**src/hw/rtl/dgt_pkg.sv**
```systemverilog
`timescale 1ns / 1ps
// ----------------------------------------------------------------------------
// dgt_pkg: shared types and constants of the depth grid triangulator
// Register indexes, reset values, queue status and entry sizing.
// ----------------------------------------------------------------------------
package dgt_pkg;

  localparam int MAX_WIDTH_DEFAULT  = 1024;
  localparam int MAX_HEIGHT_DEFAULT = 1024;
  localparam int COORD_BITS_DEFAULT = 24;

  localparam int SIZE_BITS      = 11;
  localparam int THRESH_BITS    = 16;
  localparam int CFG_DATA_BITS  = 16;
  localparam int CFG_INDEX_BITS = 2;
  localparam int INDEX_BITS     = 20;
  localparam int DIFF_BITS      = 16;
  localparam int MIN_SIZE       = 2;

  localparam logic [SIZE_BITS-1:0]   GRID_WIDTH_RESET     = 11'd640;
  localparam logic [SIZE_BITS-1:0]   GRID_HEIGHT_RESET    = 11'd480;
  localparam logic [THRESH_BITS-1:0] EDGE_THRESHOLD_RESET = 16'd655;

  typedef enum logic [CFG_INDEX_BITS-1:0] {
    REG_GRID_WIDTH     = 2'd0,
    REG_GRID_HEIGHT    = 2'd1,
    REG_EDGE_THRESHOLD = 2'd2
  } reg_index_t;

  // queue depth must be a power of two (pointers wrap naturally)
  localparam int QUEUE_DEPTH = 4;
  localparam int QPTR_BITS   = $clog2(QUEUE_DEPTH);
  localparam int QCOUNT_BITS = $clog2(QUEUE_DEPTH + 1);

  typedef struct packed {
    logic                   empty;
    logic [QCOUNT_BITS-1:0] space;
  } queue_status_t;

  function automatic int vertex_bits(input int cb);
    return 3 * cb + 1;
  endfunction

  // cur, left, top-left, top-right vertices, column, row, width, cell flag
  function automatic int entry_bits(input int mw, input int mh, input int cb);
    return 4 * vertex_bits(cb) + $clog2(mw) + $clog2(mh) + $clog2(mw + 1) + 1;
  endfunction

endpackage

```
**src/hw/rtl/dgt_queue.sv**
```systemverilog
`timescale 1ns / 1ps
// ----------------------------------------------------------------------------
// dgt_queue: cell word queue
// Short register FIFO between the raster front end and the triangle back end.
// ----------------------------------------------------------------------------
module dgt_queue #(
  parameter int WIDTH = 8
) (
  input  logic                     clk,
  input  logic                     rst,
  input  logic                     push,
  input  logic [WIDTH-1:0]         push_data,
  input  logic                     pop,
  output logic [WIDTH-1:0]         head,
  output dgt_pkg::queue_status_t   status
);

  logic [WIDTH-1:0]                  store [dgt_pkg::QUEUE_DEPTH];
  logic [dgt_pkg::QPTR_BITS-1:0]     wr_ptr;
  logic [dgt_pkg::QPTR_BITS-1:0]     rd_ptr;
  logic [dgt_pkg::QCOUNT_BITS-1:0]   count;
  logic                              do_pop;

  assign do_pop = pop && (count != '0);
  assign head   = store[rd_ptr];

  always_comb begin
    status.empty = (count == '0);
    status.space = dgt_pkg::QCOUNT_BITS'(dgt_pkg::QUEUE_DEPTH) - count;
  end

  always_ff @(posedge clk) begin
    if (rst) begin
      wr_ptr <= '0;
      rd_ptr <= '0;
      count  <= '0;
    end else begin
      if (push) begin
        wr_ptr <= wr_ptr + 1'b1;
      end
      if (do_pop) begin
        rd_ptr <= rd_ptr + 1'b1;
      end
      if (push && !do_pop) begin
        count <= count + 1'b1;
      end else if (!push && do_pop) begin
        count <= count - 1'b1;
      end
    end
  end

  always_ff @(posedge clk) begin
    if (push) begin
      store[wr_ptr] <= push_data;
    end
  end

endmodule

```
**config.mk**
```make
export PLATFORM = sky130hd
export DESIGN_NAME = dgt_queue
export DESIGN_NICKNAME = d
export VERILOG_FILES = /design/src/hw/rtl/dgt_pkg.sv /design/src/hw/rtl/dgt_queue.sv
export SDC_FILE = /design/constraint.sdc
export NUM_CORES = 1
export LEC_CHECK = 0
export ABC_AREA = 1
export BUFFER_PORTS_ARGS = -buffer_cell sky130_fd_sc_hd__buf_2
export CORE_MARGIN = 1
export CORE_UTILIZATION = 45
export CTS_BUF_LIST = sky130_fd_sc_hd__clkbuf_8
export DETAILED_ROUTE_END_ITERATION = 8
export GPL_TIMING_DRIVEN = 0
export PLACE_DENSITY = 0.65
export SLEW_MARGIN = 20
export SYNTH_ARGS = -nofsm -noshare
export SYNTH_HDL_FRONTEND = slang
export SYNTH_SLANG_ARGS = --single-unit
```
**constraint.sdc**
```tcl
create_clock -name clk -period 4.7 [get_ports clk]
set_clock_uncertainty 0.15 [all_clocks]
set_input_delay 0.47 -clock clk [delete_from_list [all_inputs] [get_ports clk]]
set_output_delay 0.47 -clock clk [all_outputs]
set_load 0.005 [all_outputs]
```
==> impl_metrics.env <==
export IMPL_drc=0
export IMPL_tritoncts="yes"
export IMPL_sum_neg_setup_slack_ns=0
export IMPL_cts_reportedPaths_clkPinSlew_ns=0.07
export IMPL_place_congestion=0.7129
export IMPL_insertedDiodeCount=0
export IMPL_dp_hpwl_um=2054
export IMPL_seq_area_frac_synth_pct=67.76
export IMPL_number_of_optimization_iterations_in_the_first_detailed_route_pass=4
export IMPL_endpoint_class_of_the_critical_path="flop"
export IMPL_ir_worst_vdd_mv=0.2533
export IMPL_holdCritPathClass="primary input to flop"
export IMPL_grt_first_pass_wirelength_um=4864
export IMPL_synth_fa_ha_area_share_pct=6.389
export IMPL_initial_core_util_pct=48.56
export IMPL_detail_route_iter0_violations=50
export IMPL_combinational_family_with_the_most_area_after_synthesis="compound AO/OA/AOI/OAI gates"
export IMPL_maximum_number_of_pins_on_one_net_before_global_route_repair=14
export IMPL_relSlewSlack_pct=74.59
export IMPL_sw_frac_of_total_pct=27.90
export IMPL_synth_simple_gate_area_share_pct=7.652
export IMPL_vias=1079
export IMPL_die_area_um2=3991
export IMPL_cts_htree_levels=2
export IMPL_syn_to_final_growth_pct=16.64
export IMPL_tightest_slew_ns=0.3807
export IMPL_post_drt_via_cell_ratio=4.972
export IMPL_synth_compound_area_share_pct=11.74
export IMPL_period_share_pct=52.75
export IMPL_ant_nets=0
export IMPL_finalHoldViolCount=0
export IMPL_routed_wirelength_um=2946
export IMPL_p_sw_mw=0.2603
export IMPL_cts_resized_gates=0
export IMPL_initial_antenna_violation_count=0
export IMPL_ys_warn_count=0
export IMPL_clockPowerShare_pct=28.4
export IMPL_post_synthesis_mux_area_share_pct=0
export IMPL_synthDistinctLibCells=18
export IMPL_setup_viol=0
export IMPL_global_route_overflow_total=0
export IMPL_worst_setup_path_start_kind="flop"
export IMPL_finish_net_count=190
export IMPL_run_status="finished clean"
export IMPL_avgSynthCellArea_um2=12.03
export IMPL_placeableCoreArea_um2=3468
export IMPL_postCtsHoldBufs=0
export IMPL_crit_path_cell_trace="inv_1 > ha_1 > ha_1 > nor2_1 > inv_1 > ha_1 > inv_1 > fa_1 > o21ai_0 > a21oi_1"
export IMPL_crit_slowest_cell="sky130_fd_sc_hd__dfxtp_1"
export IMPL_tritoncts_num_sinks=41
export IMPL_worst_path_largest_cell_delay_ns=0.42
export IMPL_rsz0062_at_grt="false"
export IMPL_worst_hold_slack_ns=0.2516
export IMPL_critical_path_max_fanout=6
export IMPL_cap_viol_max_count=0
export IMPL_ys_seq_elements=41
export IMPL_criticalPathCategory="flop to flop"
export IMPL_die_height_um=63.18
export IMPL_timing_final_crit_period_ns=2.479
export IMPL_post_cts_setup_buffers=0
export IMPL_grt_pass1_vias=1089
export IMPL_synth_xor_xnor_area_share_pct=0
export IMPL_comb_power_share_pct=23.8
export IMPL_timing_critical_path_arrival_ns=2.50
export IMPL_numPortBuffers=23
export IMPL_cellPowerDensity_nw_per_um2=474.9
export IMPL_floorplan_die_width_um=63.18
export IMPL_drv_slew=0
export IMPL_number_of_placed_i_o_pins=24
export IMPL_achievable_frequency_mhz=403.3
export IMPL_ctsRootBufferMaster="sky130_fd_sc_hd__clkbuf_8"
export IMPL_placement_rows=21
export IMPL_layout_drive_gt1_share_pct=22.81
export IMPL_syn_inst=140
export IMPL_synth_cell_area_um2=1684
export IMPL_clock_latency_of_the_later_clocked_register_in_the_worst_skew_pair_ns=0.28
export IMPL_cts_buffer_depth=2
export IMPL_post_drt_wl_per_cell_um=13.58
export IMPL_synthesis_nets=160
export IMPL_required_ns=4.72
export IMPL_groute_usage_overall_pct=16.28
export IMPL_seq_power_share_pct=47.8
export IMPL_leakage_nw=0.8045
export IMPL_intPower_mw=0.6726
export IMPL_cts_buffers_inserted=5
-- critical path: cells and delay by family, from the launching register on --
family | cells | cell delay, ns
and+or+nand+nor | 1 | 0.32
buffers and inverters | 3 | 0.25
DFF | 1 | 0.42
AOI/OAI and AO/OA | 2 | 0.22
adders and majority gates | 4 | 1.03
-- layer usage --
metal	up-vias	share of wire, %	global-route usage (%)
met5	-	0	0
met4	0	0.58	5.966
met3	2	3.7	5.254
met2	21	54	28.76
met1	511	42	18.19
li1	545	-	-
-- stage by stage --
stage / cells / utilization [%] / total power, mW / cell area (µm²) / setup WS, ns
detailed placement: 209 / 53.54 / 0.6774 / 1857 / 2.235
global route: 217 / 56.64 / 0.9915 / 1964 / 2.061
finish: 217 / 56.64 / 0.9329 / 1964 / 2.221
global placement: 209 / 53.54 / 0.6620 / 1857 / 2.331
floorplan: 140 / - / 0.5864 / 1684 / 2.466
CTS: 217 / 56.64 / 0.9421 / 1964 / 2.195
-- cells in the mapped netlist (all sizes together) --
cell    number  area share, %
ha           7            5.2
nand4        1           0.37
nand3        2           0.59
inv         21            4.7
buf          3            1.8
dfxtp        9             11
edfxtp      32             57
o22ai        8            3.0
fa           1            1.2
nor2        18            4.5
o21ai       21            6.7
nand2       10            2.2
a21oi        7            2.1
-- cell type report --
| type | instances | area [µm²] |
|---|---|---|
| fill | 314 | 1504 |
| sequential | 41 | 1141 |
| multi-input combinational | 75 | 434.2 |
| timing repair buffer | 23 | 115.1 |
| inverter | 21 | 78.83 |
| clock buffer | 5 | 68.82 |
| tap | 46 | 57.56 |
| clock inverter | 3 | 38.79 |
| buffer | 3 | 30.03 |
-- final timing paths --
check	start	end	depth (start not counted)	slack [ns]
setup / recovery	count[0]$_SDFFE_PP0P_	count[1]$_SDFFE_PP0P_	10	2.22
hold / removal	push_data[4]	store[1][4]$_DFFE_PP_	1	0.25
setup reg to reg	count[0]$_SDFFE_PP0P_	count[1]$_SDFFE_PP0P_	10	2.22
hold reg to reg	rd_ptr[1]$_SDFFE_PP0P_	rd_ptr[1]$_SDFFE_PP0P_	2	0.33
-- kinds of logic after synthesis --
logic type,Yosys count
flops,41
compound gates,36
simple gates,31
fa+ha+maj,8
buf+inv,24
-- cell usage in the layout, fill, tap and decap left out, drive strengths merged --
cell type,n
dfxtp,9
fa,1
o21ai,21
nand3,2
a21oi,7
ha,7
clkinv,1
edfxtp,32
buf,26
o22ai,8
bufinv,1
nor2,18
clkbuf,5
nand4,1
inv,22
nand2,10
-- state kept, by name, summed over array words and instances (netlist names), named ones only --
name    cells
count       3
wr_ptr      2
rd_ptr      2
store      32
-- power by group through the flow --
stage / sequential (mW) / combinational, mW / clock (mW)
6_report: 0.446 / 0.222 / 0.265
5_1_grt: 0.450 / 0.251 / 0.290
4_1_cts: 0.446 / 0.226 / 0.271
3_5_place_dp: 0.454 / 0.224 / 0
3_3_place_gp: 0.452 / 0.210 / 0
2_1_floorplan: 0.446 / 0.140 / 0
(Power assumes the default switching activity.)
